$ cat src/hw/rtl/assert_macros.svh
// ----------------------------------------------------------------------------
// assertion macros
// concurrent checks on the rising clock edge, disabled while reset is high
// ----------------------------------------------------------------------------
`ifndef ASSERT_MACROS_SVH
`define ASSERT_MACROS_SVH

// expression must hold at every enabled clock edge
`define ASSERT_ALWAYS(label, clk, rst, expr, msg) \
   label: assert property (@(posedge clk) disable iff (rst) (expr)) \
      else $error(msg);

// consequent must hold whenever the antecedent holds
`define ASSERT_IMPLY(label, clk, rst, ante, cons, msg) \
   label: assert property (@(posedge clk) disable iff (rst) (ante) |-> (cons)) \
      else $error(msg);

`endif

$ cat src/hw/rtl/ucpd_pkg.sv
// ----------------------------------------------------------------------------
// ucpd_pkg
// types and constants shared by the code point decoder and its channels
// ----------------------------------------------------------------------------
package ucpd_pkg;

   typedef enum logic [2:0] {
      ENC_ASCII   = 3'd0,
      ENC_UTF8    = 3'd1,
      ENC_UTF16BE = 3'd2,
      ENC_UTF16LE = 3'd3,
      ENC_UTF32BE = 3'd4,
      ENC_UTF32LE = 3'd5
   } enc_type;

   typedef enum logic [1:0] {
      ST_OK      = 2'd0,
      ST_BAD_SEQ = 2'd1,
      ST_BAD_CP  = 2'd2,
      ST_BAD_ENC = 2'd3
   } status_type;

   localparam int BYTE_W = 8;
   localparam int CP_W   = 21;
   localparam int USED_W = 3;
   localparam int ENC_W  = 3;

   localparam logic [CP_W-1:0]   MAX_CP      = 21'h10FFFF;
   localparam logic [31:0]       MAX_CP32    = 32'h0010FFFF;
   localparam logic [CP_W-1:0]   SUPP_BASE   = 21'h010000;
   localparam logic [15:0]       SUR_FIRST   = 16'hD800;
   localparam logic [15:0]       SUR_LAST    = 16'hDFFF;
   localparam logic [15:0]       HI_SUR_LAST = 16'hDBFF;
   localparam logic [15:0]       LO_SUR_FIRST = 16'hDC00;

   localparam logic [USED_W-1:0] USED_NONE = 3'd0;
   localparam logic [USED_W-1:0] USED_ONE  = 3'd1;
   localparam logic [USED_W-1:0] USED_TWO  = 3'd2;
   localparam logic [USED_W-1:0] USED_THREE = 3'd3;
   localparam logic [USED_W-1:0] USED_FOUR = 3'd4;

endpackage

$ cat src/hw/rtl/ucpd_if.sv
// ----------------------------------------------------------------------------
// ucpd channel interfaces
// valid/ready channels for the byte window, the decoded result and the
// encoding register write
// ----------------------------------------------------------------------------
interface ucpd_req_if;
   logic                         valid;
   logic                         ready;
   logic [ucpd_pkg::BYTE_W-1:0]  byte0;
   logic [ucpd_pkg::BYTE_W-1:0]  byte1;
   logic [ucpd_pkg::BYTE_W-1:0]  byte2;
   logic [ucpd_pkg::BYTE_W-1:0]  byte3;

   modport source (output valid, byte0, byte1, byte2, byte3, input ready);
   modport sink   (input valid, byte0, byte1, byte2, byte3, output ready);
endinterface

interface ucpd_rsp_if;
   logic                         valid;
   logic                         ready;
   logic [ucpd_pkg::CP_W-1:0]    code_point;
   logic [ucpd_pkg::USED_W-1:0]  bytes_used;
   logic [1:0]                   status;

   modport source (output valid, code_point, bytes_used, status, input ready);
   modport sink   (input valid, code_point, bytes_used, status, output ready);
endinterface

interface ucpd_csr_if;
   logic                         valid;
   logic                         ready;
   logic [ucpd_pkg::ENC_W-1:0]   data;

   modport source (output valid, data, input ready);
   modport sink   (input valid, data, output ready);
endinterface

$ cat src/hw/rtl/unicode_code_point_decoder_top.sv
// ----------------------------------------------------------------------------
// unicode_code_point_decoder_top
// decodes one code point per byte window in the configured encoding
// ----------------------------------------------------------------------------
// req carries a four-byte window that starts at a code point, byte0 first.
// rsp returns one result per window: code point, bytes used and status
// (ok, bad sequence, bad code point, unrecognized encoding); on any error
// the code point and byte count are zero.
// csr writes the 3-bit encoding register (0 ascii, 1 utf8, 2/3 utf16 be/le,
// 4/5 utf32 be/le); write it only while no window is in flight.
// pipeline: three register stages (byte order and lead byte class, value
// assembly and range checks, result select into the output register);
// each window is registered in all three before rsp valid rises for it.
// throughput: one window per cycle; each stage moves on whenever the stage
// after it is empty or moving, so req stays ready while rsp waits as long
// as a stage is free.
// when rsp stalls, results hold in place and up to three windows are
// buffered before req drops ready; nothing is lost or repeated.
// reset clears all stage valid bits and sets the encoding to utf8.
// ----------------------------------------------------------------------------
`include "assert_macros.svh"

module unicode_code_point_decoder_top (
   input  logic clock,
   input  logic reset,
   ucpd_req_if.sink   req,
   ucpd_rsp_if.source rsp,
   ucpd_csr_if.sink   csr
);
   import ucpd_pkg::*;

   // encoding register
   enc_type encoding_ff;

   // stage 1: byte order and utf-8 lead classification
   logic              s1_valid_ff;
   enc_type           s1_enc_ff;
   logic [7:0]        s1_b0_ff, s1_b1_ff, s1_b2_ff, s1_b3_ff;
   logic [15:0]       s1_w1_ff, s1_w2_ff;
   logic [31:0]       s1_v32_ff;
   logic [USED_W-1:0] s1_n8_ff;
   logic              s1_lead_ok_ff;
   logic [2:0]        s1_cont_ok_ff;
   logic [15:0]       s1_w1_in, s1_w2_in;
   logic [31:0]       s1_v32_in;
   logic [USED_W-1:0] s1_n8_in;
   logic              s1_lead_ok_in;
   logic [2:0]        s1_cont_ok_in;

   // stage 2: value assembly and range checks
   logic              s2_valid_ff;
   enc_type           s2_enc_ff;
   logic [7:0]        s2_b0_ff;
   logic [CP_W-1:0]   s2_v8_ff;
   logic [USED_W-1:0] s2_n8_ff;
   logic              s2_seq8_ok_ff;
   logic [15:0]       s2_w1_ff;
   logic              s2_w1_sur_ff;
   logic              s2_pair_ok_ff;
   logic [CP_W-1:0]   s2_v16p_ff;
   logic [CP_W-1:0]   s2_v32_ff;
   logic              s2_v32_ok_ff;
   logic [CP_W-1:0]   s2_v8_in;
   logic              s2_seq8_ok_in;
   logic              s2_w1_sur_in;
   logic              s2_pair_ok_in;
   logic [CP_W-1:0]   s2_v16p_in;
   logic              s2_v32_ok_in;

   // stage 3: output register
   logic              s3_valid_ff;
   enc_type           s3_enc_ff;
   logic [CP_W-1:0]   s3_cp_ff;
   logic [USED_W-1:0] s3_used_ff;
   status_type        s3_status_ff;
   logic [CP_W-1:0]   s3_cp_in;
   logic [USED_W-1:0] s3_used_in;
   status_type        s3_status_in;

   logic s1_ready, s2_ready, s3_ready;
   logic s3_cp_bad;

   // ---------------------------------------------------------------- control
   assign s3_ready  = !s3_valid_ff || rsp.ready;
   assign s2_ready  = !s2_valid_ff || s3_ready;
   assign s1_ready  = !s1_valid_ff || s2_ready;
   assign req.ready = s1_ready;
   assign csr.ready = 1'b1;

   always_ff @(posedge clock) begin
      if (reset) begin
         encoding_ff <= ENC_UTF8;
      end else if (csr.valid && csr.ready) begin
         encoding_ff <= enc_type'(csr.data);
      end
   end

   always_ff @(posedge clock) begin
      if (reset) begin
         s1_valid_ff <= 1'b0;
         s2_valid_ff <= 1'b0;
         s3_valid_ff <= 1'b0;
      end else begin
         if (s1_ready) begin
            s1_valid_ff <= req.valid;
         end
         if (s2_ready) begin
            s2_valid_ff <= s1_valid_ff;
         end
         if (s3_ready) begin
            s3_valid_ff <= s2_valid_ff;
         end
      end
   end

   // ---------------------------------------------------------------- stage 1
   always_comb begin
      if (encoding_ff == ENC_UTF16LE) begin
         s1_w1_in = {req.byte1, req.byte0};
         s1_w2_in = {req.byte3, req.byte2};
      end else begin
         s1_w1_in = {req.byte0, req.byte1};
         s1_w2_in = {req.byte2, req.byte3};
      end
      if (encoding_ff == ENC_UTF32LE) begin
         s1_v32_in = {req.byte3, req.byte2, req.byte1, req.byte0};
      end else begin
         s1_v32_in = {req.byte0, req.byte1, req.byte2, req.byte3};
      end

      s1_lead_ok_in = 1'b1;
      priority casez (req.byte0)
         8'b0???????: s1_n8_in = USED_ONE;
         8'b110?????: s1_n8_in = USED_TWO;
         8'b1110????: s1_n8_in = USED_THREE;
         8'b11110???: s1_n8_in = USED_FOUR;
         default: begin
            s1_n8_in      = USED_NONE;
            s1_lead_ok_in = 1'b0;
         end
      endcase

      s1_cont_ok_in = {req.byte3[7:6] == 2'b10,
                       req.byte2[7:6] == 2'b10,
                       req.byte1[7:6] == 2'b10};
   end

   always_ff @(posedge clock) begin
      if (s1_ready && req.valid) begin
         s1_enc_ff     <= encoding_ff;
         s1_b0_ff      <= req.byte0;
         s1_b1_ff      <= req.byte1;
         s1_b2_ff      <= req.byte2;
         s1_b3_ff      <= req.byte3;
         s1_w1_ff      <= s1_w1_in;
         s1_w2_ff      <= s1_w2_in;
         s1_v32_ff     <= s1_v32_in;
         s1_n8_ff      <= s1_n8_in;
         s1_lead_ok_ff <= s1_lead_ok_in;
         s1_cont_ok_ff <= s1_cont_ok_in;
      end
   end

   // ---------------------------------------------------------------- stage 2
   always_comb begin
      // only the continuation bytes that the lead byte calls for are checked
      unique case (s1_n8_ff)
         USED_TWO: begin
            s2_v8_in      = {10'd0, s1_b0_ff[4:0], s1_b1_ff[5:0]};
            s2_seq8_ok_in = s1_lead_ok_ff && s1_cont_ok_ff[0];
         end
         USED_THREE: begin
            s2_v8_in      = {5'd0, s1_b0_ff[3:0], s1_b1_ff[5:0], s1_b2_ff[5:0]};
            s2_seq8_ok_in = s1_lead_ok_ff && (&s1_cont_ok_ff[1:0]);
         end
         USED_FOUR: begin
            s2_v8_in      = {s1_b0_ff[2:0], s1_b1_ff[5:0], s1_b2_ff[5:0],
                             s1_b3_ff[5:0]};
            s2_seq8_ok_in = s1_lead_ok_ff && (&s1_cont_ok_ff);
         end
         default: begin
            s2_v8_in      = {14'd0, s1_b0_ff[6:0]};
            s2_seq8_ok_in = s1_lead_ok_ff;
         end
      endcase

      s2_w1_sur_in  = (s1_w1_ff >= SUR_FIRST) && (s1_w1_ff <= SUR_LAST);
      s2_pair_ok_in = (s1_w1_ff <= HI_SUR_LAST) && (s1_w2_ff >= LO_SUR_FIRST)
                      && (s1_w2_ff <= SUR_LAST);
      s2_v16p_in    = {1'b0, s1_w1_ff[9:0], s1_w2_ff[9:0]} + SUPP_BASE;
      s2_v32_ok_in  = (s1_v32_ff <= MAX_CP32)
                      && !((s1_v32_ff >= {16'd0, SUR_FIRST})
                           && (s1_v32_ff <= {16'd0, SUR_LAST}));
   end

   always_ff @(posedge clock) begin
      if (s2_ready && s1_valid_ff) begin
         s2_enc_ff     <= s1_enc_ff;
         s2_b0_ff      <= s1_b0_ff;
         s2_v8_ff      <= s2_v8_in;
         s2_n8_ff      <= s1_n8_ff;
         s2_seq8_ok_ff <= s2_seq8_ok_in;
         s2_w1_ff      <= s1_w1_ff;
         s2_w1_sur_ff  <= s2_w1_sur_in;
         s2_pair_ok_ff <= s2_pair_ok_in;
         s2_v16p_ff    <= s2_v16p_in;
         s2_v32_ff     <= s1_v32_ff[CP_W-1:0];
         s2_v32_ok_ff  <= s2_v32_ok_in;
      end
   end

   // ---------------------------------------------------------------- stage 3
   assign s3_cp_bad = (s2_v8_ff > MAX_CP)
                      || ((s2_v8_ff >= {5'd0, SUR_FIRST})
                          && (s2_v8_ff <= {5'd0, SUR_LAST}));

   always_comb begin
      s3_cp_in     = '0;
      s3_used_in   = USED_NONE;
      s3_status_in = ST_OK;
      unique case (s2_enc_ff)
         ENC_ASCII: begin
            s3_cp_in   = {13'd0, s2_b0_ff};
            s3_used_in = USED_ONE;
         end
         ENC_UTF8: begin
            if (!s2_seq8_ok_ff) begin
               s3_status_in = ST_BAD_SEQ;
            end else if (s3_cp_bad) begin
               s3_status_in = ST_BAD_CP;
            end else begin
               s3_cp_in   = s2_v8_ff;
               s3_used_in = s2_n8_ff;
            end
         end
         ENC_UTF16BE, ENC_UTF16LE: begin
            if (!s2_w1_sur_ff) begin
               s3_cp_in   = {5'd0, s2_w1_ff};
               s3_used_in = USED_TWO;
            end else if (s2_pair_ok_ff) begin
               s3_cp_in   = s2_v16p_ff;
               s3_used_in = USED_FOUR;
            end else begin
               s3_status_in = ST_BAD_SEQ;
            end
         end
         ENC_UTF32BE, ENC_UTF32LE: begin
            if (s2_v32_ok_ff) begin
               s3_cp_in   = s2_v32_ff;
               s3_used_in = USED_FOUR;
            end else begin
               s3_status_in = ST_BAD_CP;
            end
         end
         default: begin
            s3_status_in = ST_BAD_ENC;
         end
      endcase
   end

   always_ff @(posedge clock) begin
      if (s3_ready && s2_valid_ff) begin
         s3_enc_ff    <= s2_enc_ff;
         s3_cp_ff     <= s3_cp_in;
         s3_used_ff   <= s3_used_in;
         s3_status_ff <= s3_status_in;
      end
   end

   assign rsp.valid      = s3_valid_ff;
   assign rsp.code_point = s3_cp_ff;
   assign rsp.bytes_used = s3_used_ff;
   assign rsp.status     = s3_status_ff;

   // ---------------------------------------------------------------- checks
   `ASSERT_IMPLY(a_err_zero, clock, reset,
      rsp.valid && (s3_status_ff != ST_OK),
      (s3_cp_ff == '0) && (s3_used_ff == USED_NONE),
      "error result carries a nonzero code point or byte count")
   `ASSERT_IMPLY(a_ok_used, clock, reset,
      rsp.valid && (s3_status_ff == ST_OK),
      (s3_used_ff != USED_NONE) && (s3_used_ff <= USED_FOUR) && (s3_cp_ff <= MAX_CP),
      "ok result with bad byte count or code point")
   `ASSERT_IMPLY(a_ascii_pass, clock, reset,
      rsp.valid && (s3_enc_ff == ENC_ASCII),
      (s3_status_ff == ST_OK) && (s3_used_ff == USED_ONE) && (s3_cp_ff[CP_W-1:8] == '0),
      "ascii result is not a one-byte pass-through")
   `ASSERT_IMPLY(a_bad_enc, clock, reset,
      rsp.valid && (s3_status_ff == ST_BAD_ENC),
      (s3_enc_ff != ENC_ASCII) && (s3_enc_ff != ENC_UTF8) && (s3_enc_ff != ENC_UTF16BE)
         && (s3_enc_ff != ENC_UTF16LE) && (s3_enc_ff != ENC_UTF32BE)
         && (s3_enc_ff != ENC_UTF32LE),
      "unrecognized encoding status for a known encoding")

endmodule
$ cat src/flat_wrapper.sv
// flat-port wrapper written by rule: the top's interface ports become plain ports
module unicode_code_point_decoder_top_flat import ucpd_pkg::*;
  (clock, reset, req_valid, req_byte0, req_byte1, req_byte2, req_byte3, req_ready, rsp_valid, rsp_code_point, rsp_bytes_used, rsp_status, rsp_ready, csr_valid, csr_data, csr_ready);
  ucpd_req_if req_i ();
  ucpd_rsp_if rsp_i ();
  ucpd_csr_if csr_i ();
  input  logic clock;
  input  logic reset;
  input wire logic [$bits(req_i.valid)-1:0] req_valid;
  input wire logic [$bits(req_i.byte0)-1:0] req_byte0;
  input wire logic [$bits(req_i.byte1)-1:0] req_byte1;
  input wire logic [$bits(req_i.byte2)-1:0] req_byte2;
  input wire logic [$bits(req_i.byte3)-1:0] req_byte3;
  output wire logic [$bits(req_i.ready)-1:0] req_ready;
  output wire logic [$bits(rsp_i.valid)-1:0] rsp_valid;
  output wire logic [$bits(rsp_i.code_point)-1:0] rsp_code_point;
  output wire logic [$bits(rsp_i.bytes_used)-1:0] rsp_bytes_used;
  output wire logic [$bits(rsp_i.status)-1:0] rsp_status;
  input wire logic [$bits(rsp_i.ready)-1:0] rsp_ready;
  input wire logic [$bits(csr_i.valid)-1:0] csr_valid;
  input wire logic [$bits(csr_i.data)-1:0] csr_data;
  output wire logic [$bits(csr_i.ready)-1:0] csr_ready;
  assign req_i.valid = req_valid;
  assign req_i.byte0 = req_byte0;
  assign req_i.byte1 = req_byte1;
  assign req_i.byte2 = req_byte2;
  assign req_i.byte3 = req_byte3;
  assign req_ready = req_i.ready;
  assign rsp_valid = rsp_i.valid;
  assign rsp_code_point = rsp_i.code_point;
  assign rsp_bytes_used = rsp_i.bytes_used;
  assign rsp_status = rsp_i.status;
  assign rsp_i.ready = rsp_ready;
  assign csr_i.valid = csr_valid;
  assign csr_i.data = csr_data;
  assign csr_ready = csr_i.ready;
  unicode_code_point_decoder_top u_core (.clock(clock), .reset(reset), .req(req_i), .rsp(rsp_i), .csr(csr_i));
endmodule
$ cat config.mk
export PLATFORM = sky130hd
export DESIGN_NAME = unicode_code_point_decoder_top_flat
export DESIGN_NICKNAME = d
export VERILOG_FILES = /design/src/hw/rtl/ucpd_pkg.sv /design/src/hw/rtl/ucpd_if.sv /design/src/hw/rtl/unicode_code_point_decoder_top.sv /design/src/flat_wrapper.sv
export VERILOG_INCLUDE_DIRS = /design/src /design/src/hw/rtl
export SDC_FILE = /design/constraint.sdc
export NUM_CORES = 1
export LEC_CHECK = 0
export BUFFER_PORTS_ARGS = -buffer_cell sky130_fd_sc_hd__buf_2
export CAP_MARGIN = 0
export CELL_PAD_IN_SITES_DETAIL_PLACEMENT = 0
export CELL_PAD_IN_SITES_GLOBAL_PLACEMENT = 2
export CORE_UTILIZATION = 44
export DETAILED_ROUTE_END_ITERATION = 8
export PLACE_DENSITY_LB_ADDON = 0.12
export SLEW_MARGIN = 30
export SYNTH_ARGS = -nofsm -noshare
export SYNTH_HDL_FRONTEND = slang
export SYNTH_SLANG_ARGS = --single-unit
$ cat constraint.sdc
create_clock -name clock -period 10.95 [get_ports clock]
set_input_delay 0.5475 -clock clock [delete_from_list [all_inputs] [get_ports clock]]
set_output_delay 0.5475 -clock clock [all_outputs]
set_load 0.05 [all_outputs]
== Word-level counts from Yosys, hierarchy flattened ==
Cells that the tools add are included.

* $add $sub $neg: 1
* Order comparisons: 11
* Eq/ne operators: 16
* Multiplexer cells: 25
* Bitwise gates (word level): 1
* Reduce and logical (&&, ||, !) cells: 26

{| class="wikitable"
|+ Operator list
! kind !! number
|-
| $mux 21 || 5
|-
| $pmux 21 s4 || 1
|-
| $pmux 21 s3 || 1
|-
| $le 16x16->1 const B || 3
|-
| $ge 16x16->1 const B || 2
|-
| $ge 32x16->1 const B || 1
|-
| $le 32x16->1 const B || 1
|-
| $le 32x21->1 const B || 1
|-
| $mux 16 || 2
|-
| $mux 32 || 1
|-
| $pmux 3 s4 || 2
|-
| $add 20x17->21 const B || 1
|-
| $ge 21x16->1 const B || 1
|-
| $gt 21x21->1 const B || 1
|-
| $le 21x16->1 const B || 1
|-
| $eq 3x2->1 const B || 5
|-
| $eq 3x3->1 const B || 5
|-
| $mux 3 || 5
|-
| $logic_and 1x1->1 || 12
|-
| $mux 2 || 4
|-
| $pmux 2 s4 || 1
|-
| $eq 2x2->1 const B || 3
|-
| $eq 5x5->1 const B || 1
|-
| $eq 4x4->1 const B || 1
|-
| other kinds (11) || 19
|}

* Register bits after elaboration: 229
* Input port bits: 40
* Word-level logic and storage cells: 109

== Longest topological paths before layout ==
* Depth in word-level cells: 6
* Gate-level depth with buffers: 6
* Gate-level depth less buffers: 3

== Worst setup path after synthesis ==
Ideal clock, no wire load.

* Path type: reg-to-reg
* From: reg u_core.s3_valid_ff, in the netlist u_core.rsp.valid
* To: reg u_core.s2_b0_ff[0] (enable)
* Arrival time: 7.332 ns
* Slack: 2.938 ns
* Cell stages (with the launch flop): 3
* Buffers on the path: 0
* Clock period less this slack: 8.012 ns
* Path through: dfxtp_1 nor2b_1 a21boi_0

* Word-level cells in the longest chain between the ends: 4

{| class="wikitable"
|+ RTL lines
! element !! RTL line !! source
|-
| from (decl) || unicode_code_point_decoder_top.sv:71 || <nowiki>logic s3_valid_ff;</nowiki>
|-
| from (signal assigned) || unicode_code_point_decoder_top.sv:111 || <nowiki>s3_valid_ff <= s2_valid_ff;</nowiki>
|-
| $logic_not 1->1 || unicode_code_point_decoder_top.sv:84 || <nowiki>assign s3_ready = !s3_valid_ff || rsp.ready;</nowiki>
|-
| $logic_or 1x1->1 || unicode_code_point_decoder_top.sv:84 ||
|-
| $logic_or 1x1->1 || unicode_code_point_decoder_top.sv:85 || <nowiki>assign s2_ready = !s2_valid_ff || s3_ready;</nowiki>
|-
| $logic_and 1x1->1 || unicode_code_point_decoder_top.sv:197 || <nowiki>if (s2_ready && s1_valid_ff) begin</nowiki>
|-
| to (signal assigned) || unicode_code_point_decoder_top.sv:199 || <nowiki>s2_b0_ff <= s1_b0_ff;</nowiki>
|-
| to (decl) || unicode_code_point_decoder_top.sv:53 || <nowiki>logic [7:0] s2_b0_ff;</nowiki>
|}

Every way passes these cells.
A chain may end at the register's enable or synchronous reset.

== Final worst setup path ==
* From: reg u_core.s3_valid_ff, in the netlist u_core.rsp.valid
* To: reg u_core.s1_w1_ff[14] (enable)

* Word-level cells in the longest chain between the ends: 5

{| class="wikitable"
|+ RTL lines
! element !! RTL line !! source
|-
| $logic_not 1->1 || unicode_code_point_decoder_top.sv:84 ||
|-
| $logic_or 1x1->1 || unicode_code_point_decoder_top.sv:84 ||
|-
| $logic_or 1x1->1 || unicode_code_point_decoder_top.sv:85 ||
|-
| $logic_or 1x1->1 || unicode_code_point_decoder_top.sv:86 || <nowiki>assign s1_ready = !s1_valid_ff || s2_ready;</nowiki>
|-
| $logic_and 1x1->1 || unicode_code_point_decoder_top.sv:149 || <nowiki>if (s1_ready && req.valid) begin</nowiki>
|-
| to (signal assigned) || unicode_code_point_decoder_top.sv:155 || <nowiki>s1_w1_ff <= s1_w1_in;</nowiki>
|-
| to (decl) || unicode_code_point_decoder_top.sv:39 || <nowiki>logic [15:0] s1_w1_ff, s1_w2_ff;</nowiki>
|}

Every way passes these cells.

==> summary.txt <==
Setup TNS: 0 ns
Slew HR: 0.376
R2R Path End: u_core.s1_w1_ff[14]$_DFFE_PP_
Number of synthesized flops with an enable pin: 217
Nets: 660
Crit start category: flip-flop
Placed Area: 0.00968 mm^2
Worst skew pair latency: 0.50 ns
Die Height: 145 um
Synth async-reset ratio: 0
First-pass DRT Iterations: 6
WL final: 19400 um
Critical Path Fanout Max: 62
Reg2reg path depth: 4
GR met3 Demand/Resource: 0.0290
Htree depth: 1
Cells after synthesis: 533
Arrival time at the worst endpoint: 2.52 ns
Vias per inst: 5.45
Vias: 4891
Leakage Power: 3.80 nW
Most frequent cells in the layout: edfxtp_1 (217), buf_2 (67), mux2_2 (64)
Peak supply drop: 103 uV
Yosys warns: 0
Postcts setup bufs: 0
CTS tree: yes
Worst-Margin Slew: 0.931 ns
Row count: 51
Starting Density: 0.454
Mapped cell area: 0.00896 mm^2
DRC Markers: 0
# Max-Cap Violations: 0
Vias in the first global route: 4888
Worst hold margin: 0.255 ns
Final-report hold violation count: 0
RSZ-0062 raised after global routing: no
Root Driver: clkbuf_16
FF+latch count, synth: 223
Worst hold stages: 2
Sequential share of the synthesized area: 0.741
First-pass GRT wire length: 29300 um
# fillers: 1573
Max Buffers Root-to-Sink: 3
Required time worst endpoint: 11.08 ns
Grt ovf: 0
Initial antenna violation count: 0
Largest net degree at the start of global routing: 63
M1 GR Usage: 0.281
Pwr/cell area: 184 mW/mm^2
Die width: 145 um
Diodes inserted: 0
M2 GR Usage: 0.304
CTS Sinks: 223
Commonest non-fill, non-tap cell in the layout: edfxtp_1
Flop-to-flop setup slack: 8.56 ns
Clock Skews: 0.00718 ns
Total CTS buffers: 24
DRT iter0 DRCs: 414
GPL Wtd Cong: 0.733
HP Start: csr_data[0]
Clock transition at the registers of the reported paths: 0.06 ns
Crit Path Class: reg -> reg
HP Class: in -> reg
R2R Path Start: u_core.rsp.valid$_SDFFE_PP0P_
Antenna Nets Post-Route: 0
Crit share post-route: 0.218
Final setup fails: 0
# hold bufs at CTS: 0
# IOs: 69
# resized after CTS: 0
GRT Overall Usage: 0.194
Wire per inst: 21.6 um
Post-detail-place hpwl: 13100 um
Final core occ: 0.529
Synthesized net count: 575
Yosys cell types: 51
Main synth FF type: edfxtp_1
Area Overhead vs Synth: 16.4%
Core Area: 0.0197 mm^2
Design area: 0.0104 mm^2
Syn avg cell area: 16.8 um^2
Max Transition Viols Final: 0
Final min period: 2.39 ns
FMAX: 0.418 GHz
Crit path capture type: flip-flop
Outcome: finished, final reports clean
Gr busiest metal: met2
Layout cells sized above 1: 0.310
Hold Path End: u_core.encoding_ff[0]$_SDFFE_PP1P_
Die Area: 0.0209 mm^2
Port bufs: 67
area by class of cell:
cell class | count | area, um^2 | share of cell area
flip-flops and latches | 223 | 6640 | 0.637
repair buffers | 80 | 440 | 0.0423
multi-input cells | 264 | 2170 | 0.209
clock buffers | 28 | 637 | 0.0611
inverters | 25 | 93.8 | 0.00900
clock inverters | 13 | 110 | 0.0106
well taps | 265 | 332 | 0.0318
per-layer routing:
layer,share of wire,routed length [um],vias to the layer above
met1,0.47,9160,2430
met2,0.46,8940,159
met4,0.020,389,0
li1,-,-,2274
met3,0.048,938,28
met5,0,0,-
per-stage QoR:
stage | instances | total power, mW | setup slack [ns]
after global placement | 856 | 1.17 | 8.37
after detailed placement | 857 | 1.17 | 8.32
after floorplan | 533 | 1.12 | 2.94
after CTS | 898 | 1.94 | 8.55
after global routing | 898 | 1.99 | 8.45
final | 898 | 1.92 | 8.56
synthesized netlist by cell type, drive strengths merged (3+ instances only):
master | number | area share
a22o | 6 | 0.0059
a21oi | 4 | 0.0022
nand3b | 3 | 0.0025
a222oi | 8 | 0.0089
a22oi | 21 | 0.018
a211o | 7 | 0.0068
nor2 | 16 | 0.0067
nor2b | 7 | 0.0049
mux2i | 13 | 0.015
dfxtp | 6 | 0.013
nor3 | 5 | 0.0028
a211oi | 4 | 0.0034
nand2b | 3 | 0.0021
o211ai | 13 | 0.015
buf | 5 | 0.0036
edfxtp | 217 | 0.73
mux2 | 64 | 0.080
and2 | 5 | 0.0035
o21ai | 17 | 0.0095
inv | 25 | 0.010
nor4 | 3 | 0.0021
or3 | 5 | 0.0035
clkbuf | 16 | 0.0067
nand2 | 25 | 0.010
nand3 | 9 | 0.0050
flip-flops by register name, indices dropped and copies added (netlist names), 6 cells and up:
register / cells
u_core.s1_v32_ff: 32
u_core.rsp.code_point: 21
u_core.s2_v16p_ff: 21
u_core.s2_v32_ff: 21
u_core.s2_v8_ff: 21
u_core.s1_w1_ff: 16
u_core.s1_w2_ff: 16
u_core.s2_w1_ff: 10
u_core.s1_b0_ff: 8
u_core.s2_b0_ff: 8
u_core.s1_b1_ff: 6
u_core.s1_b2_ff: 6
u_core.s1_b3_ff: 6
where the power goes:
group | internal (mW) | switching, mW
Sequential | 0.998 | 0.0295
Combinational | 0.0481 | 0.0768
Clock | 0.459 | 0.310
critical path, cell delays in order, from the launching register on:
cell	delay, ns
dfxtp_1	0.30
nor2b_1	0.22
a31oi_4	0.20
buf_4	0.48
buf_4	0.72
worst max-delay path by stage:
| stage | from | endpoint | slack, ns |
|---|---|---|---|
| final | u_core.rsp.valid$_SDFFE_PP0P_ | u_core.s1_w1_ff[14]$_DFFE_PP_ | 8.56 |
| after global placement | rsp_ready | u_core.s1_enc_ff[0]$_DFFE_PP_ | 8.37 |
| after floorplan | u_core.rsp.valid$_SDFFE_PP0P_ | u_core.s2_b0_ff[0]$_DFFE_PP_ | 2.94 |
| after global routing | u_core.rsp.valid$_SDFFE_PP0P_ | u_core.s1_w1_ff[14]$_DFFE_PP_ | 8.45 |
| after detailed placement | rsp_ready | u_core.s1_v32_ff[7]$_DFFE_PP_ | 8.32 |
| after CTS | u_core.rsp.valid$_SDFFE_PP0P_ | u_core.s1_lead_ok_ff$_DFFE_PP_ | 8.55 |
logic make-up after synthesis:
| logic type | Yosys count | synth area share |
|---|---|---|
| and+or+nand+nor | 91 | 0.0541 |
| muxes | 77 | 0.0950 |
| AOI/OAI and AO/OA | 91 | 0.0840 |
| other | 1 | 0.000419 |
| DFF | 223 | 0.741 |
| adders and majority gates | 2 | 0.00279 |
| xor gates and xnor gates | 2 | 0.00196 |
| buffers and inverters | 46 | 0.0208 |
Power figures use the tool's default switching activity.
